### config.mk
export PLATFORM = sky130hd
export DESIGN_NAME = cdr_cfg
export DESIGN_NICKNAME = d
export VERILOG_FILES = /design/src/hw/rtl/cdr_pkg.sv /design/src/hw/rtl/cdr_cfg.sv
export SDC_FILE = /design/constraint.sdc
export NUM_CORES = 1
export LEC_CHECK = 0
export ABC_AREA = 1
export ABC_CLOCK_PERIOD_IN_PS = 5200
export BUFFER_PORTS_ARGS = -buffer_cell sky130_fd_sc_hd__buf_2
export CAP_MARGIN = 10
export CORE_UTILIZATION = 42
export CTS_BUF_LIST = sky130_fd_sc_hd__clkbuf_4
export DETAILED_ROUTE_END_ITERATION = 12
export GPL_TIMING_DRIVEN = 0
export SYNTH_ARGS = -nofsm -noshare
export SYNTH_HDL_FRONTEND = slang
export SYNTH_SLANG_ARGS = --single-unit
### constraint.sdc
create_clock -name clk -period 5.2 [get_ports clk]
set_input_delay 1.04 -clock clk [delete_from_list [all_inputs] [get_ports clk]]
set_output_delay 1.04 -clock clk [all_outputs]
set_load 0.05 [all_outputs]
### src/hw/rtl/cdr_pkg.sv
package cdr_pkg;

  // Field widths.
  localparam int TEMP_W    = 15;
  localparam int DAYLEN_W  = 16;
  localparam int RATE_W    = 16;
  localparam int ALPHA_W   = 16;

  // Configuration port.
  localparam int CFG_DATA_W = 32;
  localparam int CFG_ADDR_W = 5;
  localparam int REG_IDX_W  = 3;

  // Logarithm unit: quotient of num * 2^30 / den, normalized mantissa, Q6.16 result.
  localparam int LOG_SHIFT  = 30;
  localparam int DIV_Q_W    = TEMP_W + LOG_SHIFT;
  localparam int MANT_W     = LOG_SHIFT + 1;
  localparam int FRAC_W     = 16;
  localparam int LOG_EXP_W  = 6;
  localparam int LOG_W      = LOG_EXP_W + FRAC_W;

  // Power-of-two unit.
  localparam int EXP_Y_W     = 25;
  localparam int EXP_IP_W    = EXP_Y_W - FRAC_W;
  localparam int POW_W       = 32;
  localparam int EXP_BASE_IP = 14;
  localparam int EXP_SAT_IP  = 17;

  // Exponent derivation: round(2^28 / L).
  localparam int ALPHA_NUM_W = 29;

  // Q16 constants.
  localparam int Q16_W = 17;
  localparam logic [Q16_W-1:0] ONE_Q16 = 17'h10000;
  localparam logic [Q16_W-1:0] LOG2E_Q16 = 17'd94548;

  // Reset values of the registers and of the derived exponent.
  localparam logic [TEMP_W-1:0]   RST_TEMP_LOWER   = 15'd1024;
  localparam logic [TEMP_W-1:0]   RST_TEMP_OPTIMUM = 15'd3840;
  localparam logic [TEMP_W-1:0]   RST_TEMP_UPPER   = 15'd7168;
  localparam logic [DAYLEN_W-1:0] RST_DAYLEN_CRIT  = 16'd21914;
  localparam logic [DAYLEN_W-1:0] RST_DAYLEN_SLOPE = 16'd4227;
  localparam logic [RATE_W-1:0]   RST_RMAX_VEG     = 16'd5197;
  localparam logic [RATE_W-1:0]   RST_RMAX_TUBER   = 16'd1704;
  localparam logic [RATE_W-1:0]   RST_RMAX_SEN     = 16'd793;
  localparam logic [ALPHA_W-1:0]  RST_ALPHA        = 16'd3639;

  typedef enum logic [REG_IDX_W-1:0] {
    REG_TEMP_LOWER,
    REG_TEMP_OPTIMUM,
    REG_TEMP_UPPER,
    REG_DAYLEN_CRITICAL,
    REG_DAYLEN_SLOPE,
    REG_RATE_MAX_VEG,
    REG_RATE_MAX_TUBER,
    REG_RATE_MAX_SEN
  } cfg_reg_t;

  typedef enum logic [2:0] {
    CFG_IDLE,
    CFG_CHECK,
    CFG_INJECT,
    CFG_WAIT,
    CFG_DIV
  } cfg_state_t;

  typedef struct packed {
    logic signed [TEMP_W-1:0] temp_lower;
    logic signed [TEMP_W-1:0] temp_optimum;
    logic signed [TEMP_W-1:0] temp_upper;
    logic [DAYLEN_W-1:0]      daylen_critical;
    logic [DAYLEN_W-1:0]      daylen_slope;
    logic [RATE_W-1:0]        rate_max_veg;
    logic [RATE_W-1:0]        rate_max_tuber;
    logic [RATE_W-1:0]        rate_max_sen;
    logic [ALPHA_W-1:0]       alpha;
    logic                     alpha_valid;
  } cfg_regs_t;

  // Integer square root, bit by bit.
  function automatic logic [63:0] isqrt64(input logic [63:0] n);
    logic [63:0] r;
    logic [63:0] b;
    logic [63:0] x;
    r = '0;
    b = 64'd1 << 62;
    x = n;
    for (int it = 0; it < 32; it++) begin
      if (x >= r + b) begin
        x = x - (r + b);
        r = (r >> 1) + b;
      end else begin
        r = r >> 1;
      end
      b = b >> 2;
    end
    return r;
  endfunction

  // Root 2^(2^-k) in Q30, by repeated square roots of 2.0.
  function automatic logic [31:0] exp2_root(input int k);
    logic [63:0] c;
    c = 64'd1 << 31;
    for (int j = 1; j <= 16; j++) begin
      if (j <= k) begin
        c = isqrt64(c << 30);
      end
    end
    return c[31:0];
  endfunction

endpackage

### src/hw/rtl/cdr_cfg.sv
module cdr_cfg (
  input  logic                                 clk,
  input  logic                                 rst_n,
  input  logic                                 psel,
  input  logic                                 penable,
  input  logic                                 pwrite,
  input  logic [cdr_pkg::CFG_ADDR_W-1:0]       paddr,
  input  logic [cdr_pkg::CFG_DATA_W-1:0]       pwdata,
  output logic [cdr_pkg::CFG_DATA_W-1:0]       prdata,
  output logic                                 pready,
  output cdr_pkg::cfg_regs_t                   regs,
  output logic                                 busy,
  output logic                                 inj_req,
  input  logic                                 log_done,
  input  logic signed [cdr_pkg::LOG_W-1:0]     log_value
);

  localparam int TW  = cdr_pkg::TEMP_W;
  localparam int DW  = cdr_pkg::CFG_DATA_W;
  localparam int LW  = cdr_pkg::LOG_W;
  localparam int AW  = cdr_pkg::ALPHA_W;
  localparam int NW  = cdr_pkg::ALPHA_NUM_W;
  localparam int CW  = $clog2(NW);
  localparam logic [NW-1:0] ALPHA_ONE = NW'(1) << (NW - 1);

  cdr_pkg::cfg_state_t state_r, state_nxt;
  cdr_pkg::cfg_regs_t  regs_r, regs_nxt;
  logic [LW-1:0]       drem_r, drem_nxt;
  logic [LW-1:0]       ddiv_r, ddiv_nxt;
  logic [NW-1:0]       dnd_r, dnd_nxt;
  logic [NW-1:0]       dq_r, dq_nxt;
  logic [CW-1:0]       dcnt_r, dcnt_nxt;

  logic                  wr;
  cdr_pkg::cfg_reg_t     widx;
  logic [LW:0]           rem2;
  logic                  ge;

  assign wr   = psel & penable & pwrite;
  assign widx = cdr_pkg::cfg_reg_t'(paddr[cdr_pkg::REG_IDX_W+1:2]);
  assign rem2 = {drem_r, dnd_r[NW-1]};
  assign ge   = (rem2 >= {1'b0, ddiv_r});

  always_comb begin
    state_nxt = state_r;
    regs_nxt  = regs_r;
    drem_nxt  = drem_r;
    ddiv_nxt  = ddiv_r;
    dnd_nxt   = dnd_r;
    dq_nxt    = dq_r;
    dcnt_nxt  = dcnt_r;
    inj_req   = 1'b0;
    case (state_r)
      cdr_pkg::CFG_IDLE: begin
        if (wr) begin
          state_nxt = cdr_pkg::CFG_CHECK;
          case (widx)
            cdr_pkg::REG_TEMP_LOWER:      regs_nxt.temp_lower      = pwdata[TW-1:0];
            cdr_pkg::REG_TEMP_OPTIMUM:    regs_nxt.temp_optimum    = pwdata[TW-1:0];
            cdr_pkg::REG_TEMP_UPPER:      regs_nxt.temp_upper      = pwdata[TW-1:0];
            cdr_pkg::REG_DAYLEN_CRITICAL: regs_nxt.daylen_critical = pwdata[15:0];
            cdr_pkg::REG_DAYLEN_SLOPE:    regs_nxt.daylen_slope    = pwdata[15:0];
            cdr_pkg::REG_RATE_MAX_VEG:    regs_nxt.rate_max_veg    = pwdata[15:0];
            cdr_pkg::REG_RATE_MAX_TUBER:  regs_nxt.rate_max_tuber  = pwdata[15:0];
            cdr_pkg::REG_RATE_MAX_SEN:    regs_nxt.rate_max_sen    = pwdata[15:0];
            default: state_nxt = cdr_pkg::CFG_CHECK;
          endcase
        end
      end
      cdr_pkg::CFG_CHECK: begin
        if ((regs_r.temp_optimum <= regs_r.temp_lower) ||
            (regs_r.temp_upper <= regs_r.temp_optimum)) begin
          regs_nxt.alpha       = '0;
          regs_nxt.alpha_valid = 1'b0;
          state_nxt            = cdr_pkg::CFG_IDLE;
        end else begin
          state_nxt = cdr_pkg::CFG_INJECT;
        end
      end
      cdr_pkg::CFG_INJECT: begin
        inj_req   = 1'b1;
        state_nxt = cdr_pkg::CFG_WAIT;
      end
      cdr_pkg::CFG_WAIT: begin
        if (log_done) begin
          if (log_value[LW-1] || (log_value == '0)) begin
            regs_nxt.alpha       = '1;
            regs_nxt.alpha_valid = 1'b1;
            state_nxt            = cdr_pkg::CFG_IDLE;
          end else begin
            ddiv_nxt  = log_value;
            dnd_nxt   = ALPHA_ONE + NW'(log_value[LW-1:1]);
            drem_nxt  = '0;
            dq_nxt    = '0;
            dcnt_nxt  = '0;
            state_nxt = cdr_pkg::CFG_DIV;
          end
        end
      end
      cdr_pkg::CFG_DIV: begin
        drem_nxt = ge ? LW'(rem2 - {1'b0, ddiv_r}) : rem2[LW-1:0];
        dq_nxt   = {dq_r[NW-2:0], ge};
        dnd_nxt  = {dnd_r[NW-2:0], 1'b0};
        dcnt_nxt = dcnt_r + CW'(1);
        if (dcnt_r == CW'(NW - 1)) begin
          regs_nxt.alpha       = (dq_nxt[NW-1:AW] != '0) ? '1 : dq_nxt[AW-1:0];
          regs_nxt.alpha_valid = 1'b1;
          state_nxt            = cdr_pkg::CFG_IDLE;
        end
      end
      default: state_nxt = cdr_pkg::CFG_IDLE;
    endcase
  end

  always_ff @(posedge clk) begin
    if (!rst_n) begin
      state_r                <= cdr_pkg::CFG_IDLE;
      regs_r.temp_lower      <= cdr_pkg::RST_TEMP_LOWER;
      regs_r.temp_optimum    <= cdr_pkg::RST_TEMP_OPTIMUM;
      regs_r.temp_upper      <= cdr_pkg::RST_TEMP_UPPER;
      regs_r.daylen_critical <= cdr_pkg::RST_DAYLEN_CRIT;
      regs_r.daylen_slope    <= cdr_pkg::RST_DAYLEN_SLOPE;
      regs_r.rate_max_veg    <= cdr_pkg::RST_RMAX_VEG;
      regs_r.rate_max_tuber  <= cdr_pkg::RST_RMAX_TUBER;
      regs_r.rate_max_sen    <= cdr_pkg::RST_RMAX_SEN;
      regs_r.alpha           <= cdr_pkg::RST_ALPHA;
      regs_r.alpha_valid     <= 1'b1;
      dcnt_r                 <= '0;
    end else begin
      state_r <= state_nxt;
      regs_r  <= regs_nxt;
      dcnt_r  <= dcnt_nxt;
    end
  end

  always_ff @(posedge clk) begin
    drem_r <= drem_nxt;
    ddiv_r <= ddiv_nxt;
    dnd_r  <= dnd_nxt;
    dq_r   <= dq_nxt;
  end

  always_comb begin
    case (widx)
      cdr_pkg::REG_TEMP_LOWER:      prdata = DW'(regs_r.temp_lower);
      cdr_pkg::REG_TEMP_OPTIMUM:    prdata = DW'(regs_r.temp_optimum);
      cdr_pkg::REG_TEMP_UPPER:      prdata = DW'(regs_r.temp_upper);
      cdr_pkg::REG_DAYLEN_CRITICAL: prdata = DW'(regs_r.daylen_critical);
      cdr_pkg::REG_DAYLEN_SLOPE:    prdata = DW'(regs_r.daylen_slope);
      cdr_pkg::REG_RATE_MAX_VEG:    prdata = DW'(regs_r.rate_max_veg);
      cdr_pkg::REG_RATE_MAX_TUBER:  prdata = DW'(regs_r.rate_max_tuber);
      cdr_pkg::REG_RATE_MAX_SEN:    prdata = DW'(regs_r.rate_max_sen);
      default:                      prdata = '0;
    endcase
  end

  assign pready = 1'b1;
  assign regs   = regs_r;
  assign busy   = (state_r != cdr_pkg::CFG_IDLE);

endmodule

==> flow_summary.toml, run 1 <==
[status]
run_status = "finished, final reports clean"

[floorplanning]
top_level_ports = 242
placeableCoreArea_mm2 = 0.02964
fp-row-count = 63
die_height_um = 175.4
die_w_um = 175.4
initial_utilization = 0.4263
die_area_mm2 = 0.03078

[power]
power.density_mw_per_mm2 = 361.8
share_seq_of_total_power = 0.420
ir_worst_vdd_mv = 0.1809
power.clock.fraction = 0.332
internal-power_mw = 3.544
p_sw_frac = 0.3531
power.combinational.fraction = 0.248
netSwitchingPower_mw = 1.934
leakage_nw = 7.138

[timing]
report.final.setup_viol = 0
period_needed_ps = 4445
drv_slew = 0
fmax_mhz = 225.0
finalHoldViolations = 0
max_slew.worst_pin.slew_ps = 986.1
finalClockSkew_ps = 61.76
timing.final.ws_setup_ps = 754.7
timing.setup.tns_ps = 0
timing.slew.headroom = 0.3419
grt_setup_unrepaired = "false"
min_period_over_period = 0.8549

[logic_synthesis]
netlist_instances = 1555
synthesis.yosys.warnings = 0
yosysTopAreaCell = "sky130_fd_sc_hd__edfxtp_1"
yosysMostFrequentCell = "sky130_fd_sc_hd__nand2_1"
async_flop_share = 0
post_synth_instance_area_mm2 = 0.01263
synth-seq-cells = 251
synth_top_area_share = 0.2400
ys_top_cells_by_area = "sky130_fd_sc_hd__edfxtp_1, sky130_fd_sc_hd__dfxtp_1, sky130_fd_sc_hd__nand2_1"
synth.top_cells.by_count = "sky130_fd_sc_hd__nand2_1, sky130_fd_sc_hd__nor2_1, sky130_fd_sc_hd__inv_1, sky130_fd_sc_hd__dfxtp_1, sky130_fd_sc_hd__o21ai_0"
ys.flop_type = "sky130_fd_sc_hd__dfxtp_1"
synth.yosys.seq_area_share = 0.4777
synth.distinct_cells = 54
syn-mean-instance-area_um2 = 8.125
synth-edff-count = 101
synth_fp_nets = 1675

[clocking]
clock_sink_count = 251
cts.repair.resized = 0
postCtsHoldBufs = 0
root_buffer = "sky130_fd_sc_hd__clkbuf_4"
cts_made_buffers = 71
post_cts.repair.setup_buffers = 0
clk_transition_reported_paths_ps = 70
cts_max_path_buffers = 3
htree_levels = 3
insertion_delay_ps = 700
tritoncts = "done"

[place]
post-place-cells = 2165
placement.setup.worst_slack_ps = 770.8
numPortBuffers = 219
dp.final_hpwl_um = 30920
post_dp_cell_area_mm2 = 0.01425
gp_congestion = 0.9642

[finish]
post_layout_inst_area_mm2 = 0.01514
number_of_nets_at_the_end_of_the_flow = 1968
fill_cell_total_of_the_finished_layout = 2987
instances_no_fill = 2286
post-route-util = 0.5108
syn_to_layout_area_delta_pct = 19.84
proportion_of_layout_cells_with_a_drive_suffix_above_1 = 0.2210
antenna-diode-count = 0

[global_route]
grt_use_total = 0.2667
grt_start_max_net_pins = 57
grt_pass1_vias = 11480
grt_first_pass_wirelength_um = 62960
grt_antenna_before_repair = 0
grt.overflow.total = 0

[routing]
drtPass1Iterations = 5
detail_route.wirelength_um = 41450
drcViolationCount = 0
drt.antenna.violating_nets = 0
detail_route.iter0.violations = 644
routed_via_density = 5.243
route.vias.total = 11990
routed_wire_length_per_instance_um = 18.13

[flow_run]
cap_viol_max_count = 0

[worst_setup_path]
critPathRequiredTime_ps = 4160
critical_path.startpoint_type = "primary input"
worst-endpoint-arrival_ps = 3410
setup.worst_path.end_class = "primary output"
crit_fanout = 10
critical_path_class = "in -> out"

[hold_path]
hp-class = "reg -> reg"
[power groups by stage]
stage               Sequential [mW]  Clock [mW]  Combinational, mW
global route                   2.31        1.97               1.48
global placement               2.35           0               1.33
CTS                            2.30        1.87               1.36
detailed placement             2.34           0               1.36
finish                         2.30        1.82               1.36
floorplan                      2.52           0              0.796
[path summary, 6_finish.rpt]
| check | startpoint | end | slack, ps | cells after the start |
|---|---|---|---|---|
| worst max register to register | state_r[2] | ddiv_r[9] | 1970 | 12 |
| worst min-delay path | regs[14] | regs[14] | 470 | 2 |
| worst max-delay path | paddr[2] | prdata[12] | 750 | 9 |
| worst min register to register | regs[14] | regs[14] | 470 | 2 |
[worst max-delay path, cell delays in order]
cell	delay, ps
sky130_fd_sc_hd__buf_2	150
sky130_fd_sc_hd__inv_2	150
sky130_fd_sc_hd__nor3_4	90
sky130_fd_sc_hd__inv_2	80
sky130_fd_sc_hd__clkbuf_1	520
sky130_fd_sc_hd__o22ai_1	130
sky130_fd_sc_hd__a221oi_1	590
sky130_fd_sc_hd__o211ai_1	320
sky130_fd_sc_hd__buf_2	310
[per-layer routing]
layer,vias up,track usage,wire [um],share of wire
li1,5817,-,-,-
met3,115,0.05390,3159,0.076
met2,513,0.4349,19110,0.46
met5,-,0,0,0
met4,0,0.1489,2038,0.049
met1,5540,0.3297,17140,0.41
[layout by cell type, fill, tap and decap left out, types with 7 or more instances in the layout]
cell type and n:
sky130_fd_sc_hd__inv_1 175, sky130_fd_sc_hd__a221oi_1 29, sky130_fd_sc_hd__nor2_1 194, sky130_fd_sc_hd__nand3_1 77, sky130_fd_sc_hd__buf_2 233, sky130_fd_sc_hd__clkinv_1 14, sky130_fd_sc_hd__a21oi_1 107, sky130_fd_sc_hd__nand2_2 8
sky130_fd_sc_hd__ha_1 54, sky130_fd_sc_hd__clkbuf_4 102, sky130_fd_sc_hd__nand4_1 9, sky130_fd_sc_hd__xor2_1 7, sky130_fd_sc_hd__edfxtp_1 101, sky130_fd_sc_hd__dfxtp_1 150, sky130_fd_sc_hd__xnor2_1 8, sky130_fd_sc_hd__inv_2 13
sky130_fd_sc_hd__buf_4 18, sky130_fd_sc_hd__nand2_1 300, sky130_fd_sc_hd__clkbuf_1 36, sky130_fd_sc_hd__o211ai_1 22, sky130_fd_sc_hd__o21ai_0 136, sky130_fd_sc_hd__o22ai_1 11
[metrics by stage]
step,power (mW),hold slack [ps]
2_1_floorplan,3.313,462.4
3_3_place_gp,3.683,452.7
3_5_place_dp,3.696,455.4
4_1_cts,5.528,458.2
5_1_grt,5.774,489.9
6_report,5.478,467.8
[state kept, by name, indices dropped and copies added (netlist names)]
name	count
dq_r	28
dnd_r	29
dcnt_r	5
regs	142
drem_r	22
state_r	3
ddiv_r	22
[cells by family (layout without fill, tap and decap cells)]
| group | count (synthesis) | in the layout | share of synthesized area |
|---|---|---|---|
| AO/OA/AOI/OAI | 336 | 336 | 0.1539 |
| XOR/XNOR | 15 | 15 | 0.01040 |
| adder cells (fa/ha/maj) | 55 | 55 | 0.05506 |
| buffers and inverters | 271 | 612 | 0.09012 |
| flip-flops | 251 | 251 | 0.4777 |
| other | 1 | 1 | 0.0002968 |
| AND/OR/NAND/NOR | 626 | 626 | 0.2125 |
[layout make-up]
cell class                      instances  area, um^2  area share
Sequential cell                       251        6036      0.3986
Clock buffer                          102       765.7     0.05057
Inverter                              193       734.5     0.04851
Clock inverter                         19       126.4    0.008346
Timing Repair Buffer                  220        1124     0.07421
Multi-Input combinational cell       1033        5460      0.3606
Buffer                                 78       406.6     0.02686
Tap cell                              390       488.0     0.03223
No activity file was read; power rests on OpenSTA's default activity.
==> run 2, diff against run 1 <==
--- a/config.mk
+++ b/config.mk
@@ -9,6 +9,7 @@
 export ABC_CLOCK_PERIOD_IN_PS = 5200
 export BUFFER_PORTS_ARGS = -buffer_cell sky130_fd_sc_hd__buf_2
 export CAP_MARGIN = 10
+export CORE_MARGIN = 2
 export CORE_UTILIZATION = 42
 export CTS_BUF_LIST = sky130_fd_sc_hd__clkbuf_4
 export DETAILED_ROUTE_END_ITERATION = 12
==> flow_summary.toml, run 2 (synthesis results as in run 1) <==
[finish]
largest_register_ff_count = 142
syn_to_layout_area_delta_pct = 20.43
final_common_cell = "sky130_fd_sc_hd__nand2_1"
proportion_of_layout_cells_with_a_drive_suffix_above_1 = 0.2238
number_of_nets_at_the_end_of_the_flow = 1968
instances_no_fill = 2290
fill_cell_total_of_the_finished_layout = 3025
commonest_non_fill_non_tap_cells_in_the_layout = "sky130_fd_sc_hd__nand2_1, sky130_fd_sc_hd__buf_2, sky130_fd_sc_hd__nor2_1, sky130_fd_sc_hd__inv_1, sky130_fd_sc_hd__dfxtp_1"

[timing]
min_period_over_period = 0.8584
max_slew.worst_pin.slew_ps = 965.8
timing.slew.headroom = 0.3554
grt_setup_unrepaired = "false"
finalHoldViolations = 0
finalClockSkew_ps = 62.15
timing.final.ws_setup_ps = 736.1
report.final.setup_viol = 0
drv_slew = 0
period_needed_ps = 4464
fmax_mhz = 224.0

[clocking]
cts.repair.resized = 0
root_buffer = "sky130_fd_sc_hd__clkbuf_4"
clk_transition_reported_paths_ps = 60
post_cts.repair.setup_buffers = 0
cts_max_path_buffers = 3
clock_sink_count = 251
cts_made_buffers = 71
postCtsHoldBufs = 0
tritoncts = "done"
insertion_delay_ps = 710
htree_levels = 3

[worst_setup_path]
crit_fanout = 10
crit_slowest_cell = "sky130_fd_sc_hd__a221oi_1"
critical_path_class = "in -> out"
setup.worst_path.end_class = "primary output"
critPathRequiredTime_ps = 4160
critical_path.startpoint_type = "primary input"
ff2ff_setup_slack_ps = 2290
path_cells = "buf_2 > inv_2 > nor3_4 > inv_2 > clkbuf_1 > o22ai_1 > a221oi_1 > o211ai_1 > buf_2"
worst-endpoint-arrival_ps = 3420
critical_path.max_stage_delay_ps = 600

[routing]
route.vias.total = 11960
routed_via_density = 5.222
drt.antenna.violating_nets = 0
detail_route.iter0.violations = 752
drtPass1Iterations = 5
drcViolationCount = 0
routed_wire_length_per_instance_um = 18.34
detail_route.wirelength_um = 42000

[floorplanning]
fp-row-count = 63
top_level_ports = 242
placeableCoreArea_mm2 = 0.02964
die_height_um = 177.4
die_area_mm2 = 0.03149
initial_utilization = 0.4263
die_w_um = 177.4

[place]
numPortBuffers = 219
post-place-cells = 2165
placement.setup.worst_slack_ps = 838.9
dp.final_hpwl_um = 31080
gp_congestion = 0.9578

[global_route]
grt_start_max_net_pins = 58
grt_first_pass_wirelength_um = 64040
grt_pass1_vias = 11750
grt_antenna_before_repair = 1
grt_use_total = 0.2648
grt.overflow.total = 0

[power]
power.density_mw_per_mm2 = 371.0
ir_worst_vdd_mv = 0.1558
leakage_nw = 7.182

[flow_run]
cap_viol_max_count = 0

[status]
run_status = "finished, final reports clean"

[hold_path]
hp-class = "reg -> reg"
-- run 2: final timing paths --
kind                            startpoint          to  cells after the start
worst max-delay path              paddr[2]  prdata[12]                      9
worst min-delay path               regs[3]     regs[3]                      2
worst max register to register  state_r[2]   ddiv_r[0]                     11
worst min register to register     regs[3]     regs[3]                      2
-- run 2: cell type report --
cell class	count	area, um^2	area share
antenna	1	2.502	0.0001645
clock inverter	16	153.9	0.01011
multi-input combinational	1033	5460	0.3589
buffer	78	406.6	0.02672
sequential	251	6036	0.3967
clock buffer	108	810.8	0.05329
tap	390	488.0	0.03207
timing repair buffer	220	1124	0.07384
inverter	193	734.5	0.04827
-- run 2: power breakdown --
group | internal, mW | switching [mW] | leakage (nW) | total, mW
Combinational | 0.366 | 0.992 | 4.48 | 1.36
Sequential | 2.22 | 0.0784 | 2.14 | 2.30
Clock | 1.10 | 0.889 | 0.567 | 1.99
Total | 3.69 | 1.96 | 7.18 | 5.65
-- run 2: metal layers --
layer,track usage,up-vias,part of all wire
met3,0.06020,104,0.075
li1,-,5815,-
met4,0.1178,0,0.040
met5,0,-,0
met1,0.3256,5576,0.42
met2,0.4428,463,0.47
-- run 2: worst max-delay path, delay by kind of cell --
kind / cells / cell delay (ps)
compound gates: 3 / 1090
buf+inv: 5 / 1190
simple gates: 1 / 90
-- run 2: through the flow --
step	total power [mW]	setup TNS [ps]	utilization	cell area, um^2	hold slack, ps
global route	5.941	0	0.5134	15220	483.4
floorplan	3.313	0	-	12630	462.4
finish	5.645	0	0.5134	15220	470.9
CTS	5.687	0	0.5133	15210	473.3
global placement	3.683	-11950	0.4797	14220	453.8
detailed placement	3.697	0	0.4808	14250	458.2
==> run 3, diff against run 2 <==
--- a/config.mk
+++ b/config.mk
@@ -14,6 +14,8 @@
 export CTS_BUF_LIST = sky130_fd_sc_hd__clkbuf_4
 export DETAILED_ROUTE_END_ITERATION = 12
 export GPL_TIMING_DRIVEN = 0
+export PLACE_DENSITY = 0.72
 export SYNTH_ARGS = -nofsm -noshare
 export SYNTH_HDL_FRONTEND = slang
 export SYNTH_SLANG_ARGS = --single-unit
+export TNS_END_PERCENT = 1
==> flow_summary.toml, run 3 (synthesis results as in run 1) <==
[power]
netSwitchingPower_mw = 1.957
leakage_nw = 7.158
internal-power_mw = 3.642
p_sw_frac = 0.3496
power.combinational.fraction = 0.243
ir_worst_vdd_mv = 0.1344
power.clock.fraction = 0.346
power.density_mw_per_mm2 = 368.5
share_seq_of_total_power = 0.411

[timing]
timing.final.ws_setup_ps = 784.5
fmax_mhz = 226.5
timing.slew.headroom = 0.3451
report.final.setup_viol = 0
grt_setup_unrepaired = "false"
max_slew.worst_pin.slew_ps = 981.2
min_period_over_period = 0.8491
finalHoldViolations = 0
finalClockSkew_ps = 67.90
drv_slew = 0
period_needed_ps = 4416

[floorplanning]
die_height_um = 177.4
top_level_ports = 242
die_area_mm2 = 0.03149
fp-row-count = 63
initial_utilization = 0.4263
placeableCoreArea_mm2 = 0.02964
die_w_um = 177.4

[routing]
route.vias.total = 12140
detail_route.iter0.violations = 829
drtPass1Iterations = 5
drcViolationCount = 0
routed_wire_length_per_instance_um = 18.53
detail_route.wirelength_um = 42420
routed_via_density = 5.305
drt.antenna.violating_nets = 0

[worst_setup_path]
critPathRequiredTime_ps = 4160
worst-endpoint-arrival_ps = 3380
critical_path.startpoint_type = "primary input"
crit_fanout = 10
critical_path_class = "in -> out"
setup.worst_path.end_class = "primary output"

[clocking]
clk_transition_reported_paths_ps = 70
tritoncts = "done"
cts.repair.resized = 0
cts_made_buffers = 70
htree_levels = 3
postCtsHoldBufs = 0
root_buffer = "sky130_fd_sc_hd__clkbuf_4"
cts_max_path_buffers = 3
insertion_delay_ps = 720
clock_sink_count = 251
post_cts.repair.setup_buffers = 0

[finish]
instances_no_fill = 2289
largest_register_ff_count = 142
number_of_nets_at_the_end_of_the_flow = 1967
syn_to_layout_area_delta_pct = 20.25
proportion_of_layout_cells_with_a_drive_suffix_above_1 = 0.2218
final_common_cell = "sky130_fd_sc_hd__nand2_1"
commonest_non_fill_non_tap_cells_in_the_layout = "sky130_fd_sc_hd__nand2_1, sky130_fd_sc_hd__buf_2, sky130_fd_sc_hd__nor2_1, sky130_fd_sc_hd__inv_1, sky130_fd_sc_hd__dfxtp_1"

[place]
dp.final_hpwl_um = 31710
numPortBuffers = 219
post-place-cells = 2165
gp_congestion = 0.9594
placement.setup.worst_slack_ps = 791.3

[hold_path]
hp-class = "reg -> reg"

[global_route]
grt_pass1_vias = 11970
grt_use_total = 0.2688
grt_antenna_before_repair = 1
grt.overflow.total = 0
grt_first_pass_wirelength_um = 64890
grt_start_max_net_pins = 52

[flow_run]
cap_viol_max_count = 0

[status]
run_status = "finished, final reports clean"
run 3: power groups by stage:
stage	logic [mW]	clock network, mW	registers [mW]
after floorplan	0.796	0	2.52
after global placement	1.32	0	2.35
after detailed placement	1.35	0	2.34
after CTS	1.36	1.97	2.30
after global routing	1.49	2.07	2.31
final	1.36	1.94	2.30
run 3: path summary, 6_finish.rpt:
path	start	endpoint	slack, ps	cells past startpoint
worst min-delay path	regs[15]	regs[15]	460	2
worst max register to register	state_r[0]	ddiv_r[0]	2240	10
worst max-delay path	paddr[2]	prdata[12]	780	8
worst min register to register	regs[15]	regs[15]	460	2
run 3: layer usage:
metal | global-route usage | vias up | wire, um
li1 | - | 5814 | -
met1 | 0.3140 | 5676 | 16780
met2 | 0.4553 | 531 | 20180
met3 | 0.07348 | 122 | 3568
met4 | 0.1288 | 0 | 1890
met5 | 0 | - | 0
run 3: critical path, stage by stage:
cell	delay (ps)
sky130_fd_sc_hd__buf_2	210
sky130_fd_sc_hd__nor2_1	90
sky130_fd_sc_hd__nand2_1	110
sky130_fd_sc_hd__clkbuf_1	540
sky130_fd_sc_hd__o22ai_1	160
sky130_fd_sc_hd__a221oi_1	590
sky130_fd_sc_hd__o211ai_1	320
sky130_fd_sc_hd__buf_2	310
run 3: area by class of cell:
class / instances / area [um^2]
antenna: 1 / 2.502
tap: 390 / 488.0
clock buffer: 102 / 765.7
timing repair buffer: 220 / 1124
buffer: 78 / 406.6
inverter: 193 / 734.5
multi-input combinational: 1033 / 5460
fill: 2903 / 14450
sequential: 251 / 6036
clock inverter: 21 / 176.4
run 3: metrics by stage:
step	total power [mW]	util	hold WS, ps	TNS (ps)	instance area [um^2]
after floorplan	3.313	-	462.4	0	12630
after global placement	3.668	0.4797	454.7	-7909	14220
after detailed placement	3.691	0.4808	456.5	0	14250
after CTS	5.621	0.5125	469.1	0	15190
after global routing	5.875	0.5126	474.5	0	15190
final	5.599	0.5126	464.7	0	15190
